**config.mk**
```make
export PLATFORM = sky130hd
export DESIGN_NAME = color_ramp_interpolator_top_flat
export DESIGN_NICKNAME = d
export VERILOG_FILES = /design/src/rtl/cri_pkg.sv /design/src/rtl/cri_if.sv /design/src/rtl/cri_ctrl.sv /design/src/rtl/cri_datapath.sv /design/src/rtl/color_ramp_interpolator_top.sv /design/src/flat_wrapper.sv
export VERILOG_INCLUDE_DIRS = /design/src /design/src/rtl
export SDC_FILE = /design/constraint.sdc
export NUM_CORES = 1
export LEC_CHECK = 0
export BUFFER_PORTS_ARGS = -buffer_cell sky130_fd_sc_hd__buf_2
export CAP_MARGIN = 10
export CORE_MARGIN = 2
export CORE_UTILIZATION = 60
export CTS_CLUSTER_SIZE = 28
export DETAILED_ROUTE_END_ITERATION = 12
export PLACE_DENSITY = 0.83
export REMOVE_ABC_BUFFERS = 1
export SYNTH_ARGS = -nofsm -noshare
export SYNTH_HDL_FRONTEND = slang
export SYNTH_HIERARCHICAL = 1
export SYNTH_SLANG_ARGS = --single-unit
```
**constraint.sdc**
```tcl
create_clock -name clk -period 13.89 [get_ports clk]
set_input_delay 1.389 -clock clk [delete_from_list [all_inputs] [get_ports clk]]
set_output_delay 1.389 -clock clk [all_outputs]
set_load 0.05 [all_outputs]
```
**src/rtl/color_ramp_interpolator_top_assert.svh**
```systemverilog
// assertion macros for the colour ramp interpolator
// used by cri_ctrl and cri_datapath, which need clk and rst_n in scope
`ifndef COLOR_RAMP_INTERPOLATOR_TOP_ASSERT_SVH
`define COLOR_RAMP_INTERPOLATOR_TOP_ASSERT_SVH
`ifndef SYNTHESIS
`define CRI_ASSERT(lbl, prop, msg) \
    lbl: assert property (@(posedge clk) disable iff (!rst_n) prop) \
        else $error(msg);
`define CRI_ASSERT_ALWAYS(lbl, expr, msg) \
    `CRI_ASSERT(lbl, expr, msg)
`else
`define CRI_ASSERT(lbl, prop, msg)
`define CRI_ASSERT_ALWAYS(lbl, expr, msg)
`endif
`endif

```
**src/rtl/cri_pkg.sv**
```systemverilog
// shared types and codes for the colour ramp interpolator
// no dependencies
`timescale 1ns / 1ps
package cri_pkg;

    localparam int VALUE_BITS   = 8;
    localparam int CMD_BITS     = 2;
    localparam int CFG_IDX_BITS = 2;

    localparam logic [CMD_BITS-1:0] CMD_RESTART = 2'd0;
    localparam logic [CMD_BITS-1:0] CMD_ADVANCE = 2'd1;
    localparam logic [CMD_BITS-1:0] CMD_SEEK    = 2'd2;

    localparam logic [CFG_IDX_BITS-1:0] REG_START_VALUE = 2'd0;
    localparam logic [CFG_IDX_BITS-1:0] REG_END_VALUE   = 2'd1;
    localparam logic [CFG_IDX_BITS-1:0] REG_STEP_COUNT  = 2'd2;

    typedef enum logic [2:0] {
        S_IDLE = 3'b001,
        S_DIV  = 3'b010,
        S_OUT  = 3'b100
    } state_t;

    typedef struct packed {
        logic restart_load;
        logic seek_load;
        logic advance;
        logic div_step;
        logic commit_restart;
        logic commit_seek;
        logic out_load;
    } ctl_t;

    typedef struct packed {
        logic div_done;
    } stat_t;

endpackage

```
**src/rtl/cri_if.sv**
```systemverilog
// request and result channel interfaces of the colour ramp interpolator
// depends on cri_pkg
`timescale 1ns / 1ps
interface cri_req_if #(parameter int COUNT_BITS = 12);
    import cri_pkg::*;
    logic                  valid;
    logic                  ready;
    logic [CMD_BITS-1:0]   cmd;
    logic [COUNT_BITS-1:0] position;
    modport source (output valid, output cmd, output position, input ready);
    modport sink (input valid, input cmd, input position, output ready);
endinterface

interface cri_rsp_if #(parameter int COUNT_BITS = 12);
    import cri_pkg::*;
    logic                  valid;
    logic                  ready;
    logic [VALUE_BITS-1:0] value;
    logic [COUNT_BITS-1:0] fraction;
    modport source (output valid, output value, output fraction, input ready);
    modport sink (input valid, input value, input fraction, output ready);
endinterface

```
**src/rtl/cri_ctrl.sv**
```systemverilog
// controller state machine of the colour ramp interpolator
// depends on cri_pkg and the assertion header
`timescale 1ns / 1ps
`include "color_ramp_interpolator_top_assert.svh"
module cri_ctrl (
    input  logic                        clk,
    input  logic                        rst_n,
    input  logic                        in_valid,
    output logic                        in_ready,
    input  logic [cri_pkg::CMD_BITS-1:0] in_cmd,
    output logic                        out_valid,
    input  logic                        out_ready,
    input  cri_pkg::stat_t              stat,
    output cri_pkg::ctl_t               ctl
);
    import cri_pkg::*;

    state_t state_reg;
    state_t state_next;
    logic   op_seek_reg;
    logic   op_seek_next;
    logic   out_valid_reg;
    logic   out_valid_next;

    assign in_ready  = (state_reg == S_IDLE);
    assign out_valid = out_valid_reg;

    always_comb
    begin
        state_next   = state_reg;
        op_seek_next = op_seek_reg;
        ctl          = '0;
        unique case (state_reg)
            S_IDLE:
            begin
                if (in_valid)
                begin
                    unique case (in_cmd)
                        CMD_RESTART:
                        begin
                            ctl.restart_load = 1'b1;
                            op_seek_next     = 1'b0;
                            state_next       = S_DIV;
                        end
                        CMD_SEEK:
                        begin
                            ctl.seek_load = 1'b1;
                            op_seek_next  = 1'b1;
                            state_next    = S_DIV;
                        end
                        CMD_ADVANCE:
                        begin
                            ctl.advance = 1'b1;
                            state_next  = S_OUT;
                        end
                        default:
                        begin
                            state_next = S_OUT;
                        end
                    endcase
                end
            end
            S_DIV:
            begin
                if (stat.div_done)
                begin
                    ctl.commit_seek    = op_seek_reg;
                    ctl.commit_restart = !op_seek_reg;
                    state_next         = S_OUT;
                end
                else
                begin
                    ctl.div_step = 1'b1;
                end
            end
            S_OUT:
            begin
                if (!out_valid_reg || out_ready)
                begin
                    ctl.out_load = 1'b1;
                    state_next   = S_IDLE;
                end
            end
            default:
            begin
                state_next = S_IDLE;
            end
        endcase
    end

    always_comb
    begin
        out_valid_next = out_valid_reg;
        if (ctl.out_load)
        begin
            out_valid_next = 1'b1;
        end
        else if (out_ready)
        begin
            out_valid_next = 1'b0;
        end
    end

    always_ff @(posedge clk or negedge rst_n)
    begin
        if (!rst_n)
        begin
            state_reg     <= S_IDLE;
            op_seek_reg   <= 1'b0;
            out_valid_reg <= 1'b0;
        end
        else
        begin
            state_reg     <= state_next;
            op_seek_reg   <= op_seek_next;
            out_valid_reg <= out_valid_next;
        end
    end

    `CRI_ASSERT(a_long_op_enters_div, (in_valid && in_ready && (in_cmd == CMD_RESTART || in_cmd == CMD_SEEK)) |=> (state_reg == S_DIV), "restart or seek did not start division")
    `CRI_ASSERT(a_out_load_sets_valid, ctl.out_load |=> out_valid_reg, "result load did not raise valid")
    `CRI_ASSERT_ALWAYS(a_one_command, $onehot0(ctl), "more than one datapath command")

endmodule

```
**src/rtl/cri_datapath.sv**
```systemverilog
// datapath of the colour ramp interpolator: config registers, ramp state,
// seek multiplier, bit-serial divider and result register; depends on cri_pkg
`timescale 1ns / 1ps
`include "color_ramp_interpolator_top_assert.svh"
module cri_datapath #(
    parameter int COUNT_BITS = 12,
    localparam int CFG_W = (COUNT_BITS > cri_pkg::VALUE_BITS) ? COUNT_BITS : cri_pkg::VALUE_BITS
) (
    input  logic                             clk,
    input  logic                             rst_n,
    input  logic                             cfg_we,
    input  logic [cri_pkg::CFG_IDX_BITS-1:0] cfg_index,
    input  logic [CFG_W-1:0]                 cfg_data,
    input  logic [COUNT_BITS-1:0]            position,
    input  cri_pkg::ctl_t                    ctl,
    output cri_pkg::stat_t                   stat,
    output logic [cri_pkg::VALUE_BITS-1:0]   value,
    output logic [COUNT_BITS-1:0]            fraction
);
    import cri_pkg::*;

    localparam int PW    = 2 * COUNT_BITS + 1;
    localparam int QW    = VALUE_BITS + COUNT_BITS;
    localparam int CNT_W = $clog2(PW + 1);
    localparam logic [COUNT_BITS-1:0] STEPS_RST   = COUNT_BITS'(256);
    localparam logic [COUNT_BITS-1:0] DIVISOR_RST = COUNT_BITS'(255);

    logic [VALUE_BITS-1:0] start_reg, start_next;
    logic [VALUE_BITS-1:0] end_reg, end_next;
    logic [COUNT_BITS-1:0] steps_reg, steps_next;

    logic [VALUE_BITS-1:0] cur_reg, cur_next;
    logic [VALUE_BITS-1:0] quot_reg, quot_next;
    logic [COUNT_BITS-1:0] rem_reg, rem_next;
    logic [COUNT_BITS-1:0] acc_reg, acc_next;
    logic [VALUE_BITS-1:0] held_reg, held_next;
    logic [COUNT_BITS-1:0] divisor_reg, divisor_next;
    logic [CNT_W-1:0]      count_reg, count_next;

    logic [PW-1:0]         dividend_reg, dividend_next;
    logic [COUNT_BITS-1:0] divrem_reg, divrem_next;
    logic [VALUE_BITS-1:0] vq_reg, vq_next;
    logic [VALUE_BITS-1:0] value_reg, value_next;
    logic [COUNT_BITS-1:0] fraction_reg, fraction_next;

    logic [VALUE_BITS-1:0]            span;
    logic [PW-1:0]                    prod;
    logic [QW-1:0]                    qprod;
    logic [COUNT_BITS:0]              shifted;
    logic [COUNT_BITS:0]              shift_diff;
    logic                             shift_ge;
    logic [COUNT_BITS:0]              asum;
    logic [COUNT_BITS:0]              asum_diff;
    logic                             carry;

    assign stat.div_done = (count_reg == '0);
    assign value         = value_reg;
    assign fraction      = fraction_reg;

    // configuration writes
    always_comb
    begin
        start_next = start_reg;
        end_next   = end_reg;
        steps_next = steps_reg;
        if (cfg_we)
        begin
            unique case (cfg_index)
                REG_START_VALUE: start_next = cfg_data[VALUE_BITS-1:0];
                REG_END_VALUE:   end_next   = cfg_data[VALUE_BITS-1:0];
                REG_STEP_COUNT:  steps_next = cfg_data[COUNT_BITS-1:0];
                default:         ;
            endcase
        end
    end

    assign span       = end_reg - start_reg;
    assign prod       = PW'(rem_reg) * PW'(position) + PW'(divisor_reg >> 1);
    assign qprod      = QW'(quot_reg) * QW'(position);
    assign shifted    = {divrem_reg, dividend_reg[PW-1]};
    assign shift_ge   = shifted >= {1'b0, divisor_reg};
    assign shift_diff = shifted - {1'b0, divisor_reg};
    assign asum       = {1'b0, acc_reg} + {1'b0, rem_reg};
    assign carry      = asum >= {1'b0, divisor_reg};
    assign asum_diff  = asum - {1'b0, divisor_reg};

    always_comb
    begin
        cur_next      = cur_reg;
        quot_next     = quot_reg;
        rem_next      = rem_reg;
        acc_next      = acc_reg;
        held_next     = held_reg;
        divisor_next  = divisor_reg;
        count_next    = count_reg;
        dividend_next = dividend_reg;
        divrem_next   = divrem_reg;
        vq_next       = vq_reg;
        value_next    = value_reg;
        fraction_next = fraction_reg;

        if (ctl.restart_load)
        begin
            divisor_next  = (steps_reg < COUNT_BITS'(2)) ? COUNT_BITS'(1)
                                                          : steps_reg - COUNT_BITS'(1);
            held_next     = start_reg;
            dividend_next = {span, {(PW - VALUE_BITS){1'b0}}};
            divrem_next   = '0;
            count_next    = CNT_W'(VALUE_BITS);
        end

        if (ctl.seek_load)
        begin
            dividend_next = prod;
            vq_next       = qprod[VALUE_BITS-1:0];
            divrem_next   = '0;
            count_next    = CNT_W'(PW);
        end

        if (ctl.advance)
        begin
            cur_next = cur_reg + quot_reg + VALUE_BITS'(carry);
            acc_next = carry ? asum_diff[COUNT_BITS-1:0] : asum[COUNT_BITS-1:0];
        end

        // one quotient bit per cycle, restoring
        if (ctl.div_step)
        begin
            divrem_next   = shift_ge ? shift_diff[COUNT_BITS-1:0] : shifted[COUNT_BITS-1:0];
            dividend_next = {dividend_reg[PW-2:0], shift_ge};
            count_next    = count_reg - CNT_W'(1);
        end

        if (ctl.commit_restart)
        begin
            quot_next = dividend_reg[VALUE_BITS-1:0];
            rem_next  = divrem_reg;
            acc_next  = divisor_reg >> 1;
            cur_next  = held_reg;
        end

        if (ctl.commit_seek)
        begin
            acc_next = divrem_reg;
            cur_next = vq_reg + dividend_reg[VALUE_BITS-1:0] + held_reg;
        end

        if (ctl.out_load)
        begin
            value_next    = cur_reg;
            fraction_next = acc_reg;
        end
    end

    always_ff @(posedge clk or negedge rst_n)
    begin
        if (!rst_n)
        begin
            start_reg   <= '0;
            end_reg     <= {VALUE_BITS{1'b1}};
            steps_reg   <= STEPS_RST;
            cur_reg     <= '0;
            quot_reg    <= '0;
            rem_reg     <= '0;
            acc_reg     <= '0;
            held_reg    <= '0;
            divisor_reg <= DIVISOR_RST;
            count_reg   <= '0;
        end
        else
        begin
            start_reg   <= start_next;
            end_reg     <= end_next;
            steps_reg   <= steps_next;
            cur_reg     <= cur_next;
            quot_reg    <= quot_next;
            rem_reg     <= rem_next;
            acc_reg     <= acc_next;
            held_reg    <= held_next;
            divisor_reg <= divisor_next;
            count_reg   <= count_next;
        end
    end

    always_ff @(posedge clk)
    begin
        dividend_reg <= dividend_next;
        divrem_reg   <= divrem_next;
        vq_reg       <= vq_next;
        value_reg    <= value_next;
        fraction_reg <= fraction_next;
    end

    `CRI_ASSERT(a_acc_below_divisor, ctl.out_load |-> (acc_reg < divisor_reg), "accumulator not below divisor")
    `CRI_ASSERT(a_rem_below_divisor, ctl.out_load |-> (rem_reg < divisor_reg), "step remainder not below divisor")
    `CRI_ASSERT(a_div_load_busy, (ctl.restart_load || ctl.seek_load) |=> !stat.div_done, "division loaded with zero bits")

endmodule

```
**src/rtl/color_ramp_interpolator_top.sv**
```systemverilog
// Colour ramp interpolator: linear ramp of one 8-bit component.
// req channel carries cmd (restart, advance, seek) and position; rsp channel
// returns value and fraction, one transfer for every accepted request.
// The config port writes start_value, end_value and step_count (index 0..2);
// writes take effect at the next restart.
// One request is handled at a time; the result sits in an output register,
// so a new request is taken while a result still waits on rsp.
// Path from request transfer to rsp valid:
//   advance or unused cmd: straight to the output state
//   restart: 8 divider steps, then the commit and the output state
//   seek: one quotient bit per cycle over the 2*COUNT_BITS+1 bit product
// Reset clears the ramp state to start 0, divisor 255, registers to their
// defaults, and empties the output register.
// When rsp stalls with a result waiting, the next finished result is held and
// req.ready stays low until the output register frees.
// Depends on cri_pkg, cri_if, cri_ctrl and cri_datapath.
`timescale 1ns / 1ps
module color_ramp_interpolator_top #(
    parameter int COUNT_BITS = 12,
    localparam int CFG_W = (COUNT_BITS > cri_pkg::VALUE_BITS) ? COUNT_BITS : cri_pkg::VALUE_BITS
) (
    input  logic                             clk,
    input  logic                             rst_n,
    input  logic                             cfg_we,
    input  logic [cri_pkg::CFG_IDX_BITS-1:0] cfg_index,
    input  logic [CFG_W-1:0]                 cfg_data,
    cri_req_if.sink                          req,
    cri_rsp_if.source                        rsp
);
    import cri_pkg::*;

    ctl_t  ctl;
    stat_t stat;

    cri_ctrl u_ctrl (
        .clk       (clk),
        .rst_n     (rst_n),
        .in_valid  (req.valid),
        .in_ready  (req.ready),
        .in_cmd    (req.cmd),
        .out_valid (rsp.valid),
        .out_ready (rsp.ready),
        .stat      (stat),
        .ctl       (ctl)
    );

    cri_datapath #(
        .COUNT_BITS (COUNT_BITS)
    ) u_datapath (
        .clk       (clk),
        .rst_n     (rst_n),
        .cfg_we    (cfg_we),
        .cfg_index (cfg_index),
        .cfg_data  (cfg_data),
        .position  (req.position),
        .ctl       (ctl),
        .stat      (stat),
        .value     (rsp.value),
        .fraction  (rsp.fraction)
    );

endmodule

```
**src/flat_wrapper.sv**
```systemverilog
// flat-port wrapper written by rule: the top's interface ports become plain ports
module color_ramp_interpolator_top_flat import cri_pkg::*;
#(
    parameter int COUNT_BITS = 12,
    localparam int CFG_W = (COUNT_BITS > cri_pkg::VALUE_BITS) ? COUNT_BITS : cri_pkg::VALUE_BITS
)
  (clk, rst_n, cfg_we, cfg_index, cfg_data, req_valid, req_cmd, req_position, req_ready, rsp_valid, rsp_value, rsp_fraction, rsp_ready);
  cri_req_if #(.COUNT_BITS(COUNT_BITS)) req_i ();
  cri_rsp_if #(.COUNT_BITS(COUNT_BITS)) rsp_i ();
  input  logic clk;
  input  logic rst_n;
  input  logic cfg_we;
  input  logic [cri_pkg::CFG_IDX_BITS-1:0] cfg_index;
  input  logic [CFG_W-1:0] cfg_data;
  input wire logic [$bits(req_i.valid)-1:0] req_valid;
  input wire logic [$bits(req_i.cmd)-1:0] req_cmd;
  input wire logic [$bits(req_i.position)-1:0] req_position;
  output wire logic [$bits(req_i.ready)-1:0] req_ready;
  output wire logic [$bits(rsp_i.valid)-1:0] rsp_valid;
  output wire logic [$bits(rsp_i.value)-1:0] rsp_value;
  output wire logic [$bits(rsp_i.fraction)-1:0] rsp_fraction;
  input wire logic [$bits(rsp_i.ready)-1:0] rsp_ready;
  assign req_i.valid = req_valid;
  assign req_i.cmd = req_cmd;
  assign req_i.position = req_position;
  assign req_ready = req_i.ready;
  assign rsp_valid = rsp_i.valid;
  assign rsp_value = rsp_i.value;
  assign rsp_fraction = rsp_i.fraction;
  assign rsp_i.ready = rsp_ready;
  color_ramp_interpolator_top #(.COUNT_BITS(COUNT_BITS)) u_core (.clk(clk), .rst_n(rst_n), .cfg_we(cfg_we), .cfg_index(cfg_index), .cfg_data(cfg_data), .req(req_i), .rsp(rsp_i));
endmodule
```
### Word level (Yosys, flattened, before mapping)

Index checks and enable logic that the tools add are counted.

* logic and storage cells: 96
* register bits after elaboration: 163
* input port bits: 33
* output and inout port bits: 22

* reduce and logical (&&, ||, !) cells: 16
* add/subtract/negate cells: 11
* equal/unequal tests: 10
* mux-type cells: 36
* multiply operators: 2
* magnitude comparators: 3

Operators with widths (number)
* $mux W12: 9
* $mux W25: 3
* $ge A13 B12 Y1: 2
* $add A24 B11 Y25: 1
* $add A8 B8 Y8: 3
* $mul A12 B12 Y24: 1
* $mux W8: 3
* $sub A12 B12 Y12: 2
* $mux W3: 7
* $mux W5: 3
* $add A12 B12 Y13: 1
* $lt A12 B2 Y1 const B: 1
* $mul A8 B12 Y8: 1
* $sub A12 B1 Y12 const B: 1
* $pmux W3 S3: 1
* $add A8 B1 Y8: 1
* $mux W1: 8
* $sub A8 B8 Y8: 1
* $reduce_and A2 Y1: 3
* $reduce_and A3 Y1: 2
* $reduce_bool A3 Y1: 2
* $logic_not A5 Y1: 1
* $sub A5 B1 Y5 const B: 1
* $eq A2 B1 Y1 const B: 2
* 13 further kinds: 18

### Longest topological paths before layout

* depth in word-level cells: 7
* mapped depth: 24
* depth with buffers taken out: 23

### By module

The synthesis kept the hierarchy.

Modules (own cells, without submodules)
* cri_datapath: area each 15325.9 um2, cells each 1565, instances 1, seq. area each 4300.4 um2
* cri_ctrl: area each 310.3 um2, cells each 32, instances 1, seq. area each 126.4 um2

### Worst setup path before layout

No wires, ideal clock.

* path kind: input-to-reg
* start point: in req_position[0]
* end point: reg u_core.u_datapath.dividend_reg[24] (data pin)
* data required time: 13.615 ns
* data arrival time: 6.398 ns
* slack: 7.218 ns
* cell stages on the path: 20
* buffers on the path: 1
* library setup time: 0.275 ns
* cells stage by stage: clkbuf_1 > and2_1 > fa_1 > inv_1 > fa_1 > inv_1 > fa_1 > inv_1 > fa_1 > fa_1 > inv_1 > ha_1 > and3_4 > a2111oi_4 > o22ai_2 > a2111o_1 > a311oi_2 > a21oi_1 > xnor2_1 > o221ai_1

* word-level cells in the longest chain between the ends: 4

RTL lines
* start: declaration: RTL line flat_wrapper.sv:17 `input wire logic [$bits(req_i.position)-1:0] req_position;`
* $mul A12 B12 Y24: RTL line cri_datapath.sv:78 `assign prod = PW'(rem_reg) * PW'(position) + PW'(divisor_reg >> 1);`
* $add A24 B11 Y25: RTL line cri_datapath.sv:78
* $mux W25: RTL line cri_datapath.sv:112 `if (ctl.seek_load)`
* $mux W25: RTL line cri_datapath.sv:127 `if (ctl.div_step)`
* via u_core.u_datapath.dividend_next[24]: RTL line cri_datapath.sv:40 `logic [PW-1:0] dividend_reg, dividend_next;`
* end signal: assignment: RTL line cri_datapath.sv:187 `dividend_reg <= dividend_next;`
* end: declaration: RTL line cri_datapath.sv:40

The timed path passes the listed nets, and every way through them passes these cells.
A chain may end at the register's enable or synchronous reset.

### Worst setup path after layout

* start point: in req_position[2]
* end point: reg u_core.u_datapath.dividend_reg[24] (data pin)

The elaborated chain is that of the path after synthesis.

==> impl_metrics.yaml <==
synthesis:
  synth_common_cells: "inv_1, nand2_1, ha_1"
  syn_inst: 1597
  synth.avg_cell_area_um2: 9.79
  synth-edff-count: 65
  ys_async_sr_fraction_pct: 60.1
  synth_seq_cells: 163
  ys_seq_area_share_pct: 28.3
  yosys.area.top_type_share_pct: 17.5
  synth_ff_type: "dfrtp_1"
  yosys_warnings: 6
  synth.most_common_cell: "inv_1"
  synth_area_leader_cell: "fa_1"
  synth_area_leaders: "fa_1, dfrtp_1, edfxtp_1"
  synth_area_um2: 15600
  synth.distinct_cells: 78
sta:
  setup_viol: 0
  hold_violations: 0
  tightestPinTransition_ns: 0.946
  final_max_slew_viol_count: 0
  timing.fmax_ghz: 0.150
  tns_ns: 0
  rsz0062_at_grt: "no"
  fin_worst_skew_ns: 0.0124
  period_minus_slack_ns: 6.68
  period_share_pct: 48.1
  relSlewSlack_pct: 36.9
clocking:
  insertion_delay_ns: 0.43
  post_cts_buffers: 0
  cts_sinks: 163
  cts_hold_buf: 0
  cts_tree: "built"
  cts-root-buf: "clkbuf_16"
  htreeDepth: 4
  clk_pin_slew_ns: 0.07
  clockBufferDepth: 2
  cts-buffers-inserted: 17
  cts_resized: 0
hold_path:
  whs_endpoint: "u_core/u_datapath/fraction[2]"
  hold_class: "reg2reg"
  min-delay-start: "u_core/u_datapath/acc_reg[2]"
  hold_depth: 0
critical_path:
  cp-end-kind: "flop"
  rrSetupSlack_ns: 7.63
  critPathMaxFanout: 18
  r2r_end: "u_core/u_datapath/cur_reg[6]"
  reg2reg_depth: 22
  start_kind: "input pin"
  cp.arrival_ns: 6.84
  crit_required_ns: 14.05
  critPathKind: "in2reg"
  reg2reg_from: "u_core/u_datapath/rem_reg[0]"
final_layout:
  stdcell_count: 1969
  drive_gt1_share_pct: 11.3
  antenna_cells: 0
  layout.nets: 1938
  largest_register_ffs: 25
  area_delta_synth_final_pct: 7.08
placed_design:
  routabilityCongestion: 0.941
  dp_hpwl_um: 29400
  port_buffers: 54
  placed_cells: 1937
power:
  powerDensity_nw_per_um2: 162
  peakVddDrop_uv: 113
  p_leak_nw: 7.86
floorplanning:
  fp.dieW_um: 165
  placementRows: 59
  initial_core_util_pct: 60.5
  die_h_um: 165
  core_area_um2: 25800
  die_area_um2: 27400
  io_pins: 55
global_route:
  grt-ovfl-total: 0
  grt_pass1_vias: 11974
  grt_usage_pct: 29.2
  grt_max_degree: 57
  antenna_found_initial: 0
  grt_pass1_wl_um: 61300
route:
  route.detailed.drc: 0
  drtIter0Drc: 999
  wl_um: 38200
  via_count: 11793
  wl_per_cell_um: 19.4
  vias_per_cell: 5.99
  drt-pass1-iter-count: 7
  drtAntennaViolNets: 0
flow_run:
  cap_violations: 0
outcome:
  status: "complete, no violations"
[layout by cell type (no fill, tap or decap), types with 7 or more instances in the layout]
| cell | instances |
|---|---|
| a211oi_1 | 7 |
| a21o_1 | 14 |
| a21oi_1 | 56 |
| and2_1 | 98 |
| buf_2 | 53 |
| buf_4 | 10 |
| clkbuf_16 | 20 |
| dfrtp_1 | 80 |
| dfstp_2 | 18 |
| edfxtp_1 | 65 |
| fa_1 | 137 |
| ha_1 | 147 |
| inv_1 | 249 |
| mux2_2 | 47 |
| mux2i_1 | 26 |
| nand2_1 | 163 |
| nand2b_1 | 17 |
| nand3_1 | 11 |
| nand4_1 | 7 |
| nor2_1 | 47 |
| nor2b_1 | 14 |
| nor3_1 | 22 |
| o211ai_1 | 13 |
| o21a_1 | 17 |
| o21ai_0 | 60 |
| o21ai_1 | 8 |
| o221a_2 | 9 |
| o22ai_1 | 14 |
| or3_1 | 9 |
| xnor2_1 | 58 |
| xor2_1 | 22 |
[layout make-up]
class / instances / area (um2)
multi-input combinational: 1127 / 10000
fill: 1949 / 9090
sequential: 163 / 4430
inverter: 249 / 935
clock buffer: 21 / 504
tap: 335 / 419
timing repair buffer: 63 / 340
clock inverter: 11 / 98.8
[layer usage]
layer,vias up,global-route usage [%],wire (um)
li1,5382,-,-
met1,5767,39.7,15600
met2,528,45.9,17700
met3,116,5.39,3300
met4,0,13.0,1620
met5,-,0,0
[worst max-delay path: stages]
cell	delay (ns)
buf_2	0.20
and2_1	0.22
fa_1	0.53
inv_1	0.05
fa_1	0.50
inv_1	0.05
fa_1	0.50
inv_1	0.05
fa_1	0.47
fa_1	0.55
inv_1	0.04
ha_1	0.33
and3_4	0.17
a2111oi_4	0.42
o22ai_2	0.17
a2111o_1	0.49
a311oi_2	0.29
a21oi_1	0.13
xnor2_1	0.15
o221ai_1	0.14
[cells by family after synthesis]
kind of cell	Yosys count	synth area share [%]
flops	163	28.3
buf+inv	307	7.74
compound gates	265	11.4
xor+xnor	80	4.48
fa+ha+maj	284	29.3
simple gates	425	13.7
mux	73	5.05
[report_power, final]
part	internal [mW]	switching [mW]
sequential	0.648	0.139
combinational	0.618	0.833
clock	0.268	0.206
[how the worst max path moves through the flow]
stage | from | end | slack (ns) | cells past startpoint
2_1_floorplan | req_position[2] | u_core/u_datapath/dividend_reg[24] | 7.20 | 19
3_3_place_gp | req_position[2] | u_core/u_datapath/dividend_reg[24] | 6.85 | 20
3_5_place_dp | req_position[2] | u_core/u_datapath/dividend_reg[24] | 6.78 | 20
4_1_cts | req_position[2] | u_core/u_datapath/dividend_reg[24] | 7.22 | 20
5_1_grt | req_position[4] | u_core/u_datapath/dividend_reg[23] | 6.96 | 19
6_report | req_position[2] | u_core/u_datapath/dividend_reg[24] | 7.21 | 20
[stage by stage]
stage                     worst slack, ns  hold WS (ns)  power [mW]  area, um2  util (%)
final                                7.21         0.481        2.71      16700      64.8
after global routing                 6.96         0.510        2.91      16700      64.8
after CTS                            7.22         0.490        2.70      16700      64.8
after detailed placement             6.78         0.477        2.20      16100      62.5
after global placement               6.85         0.469        2.15      16100      62.5
after floorplan                      7.20         0.425        1.83      15400         -
(Power assumes the default switching activity.)
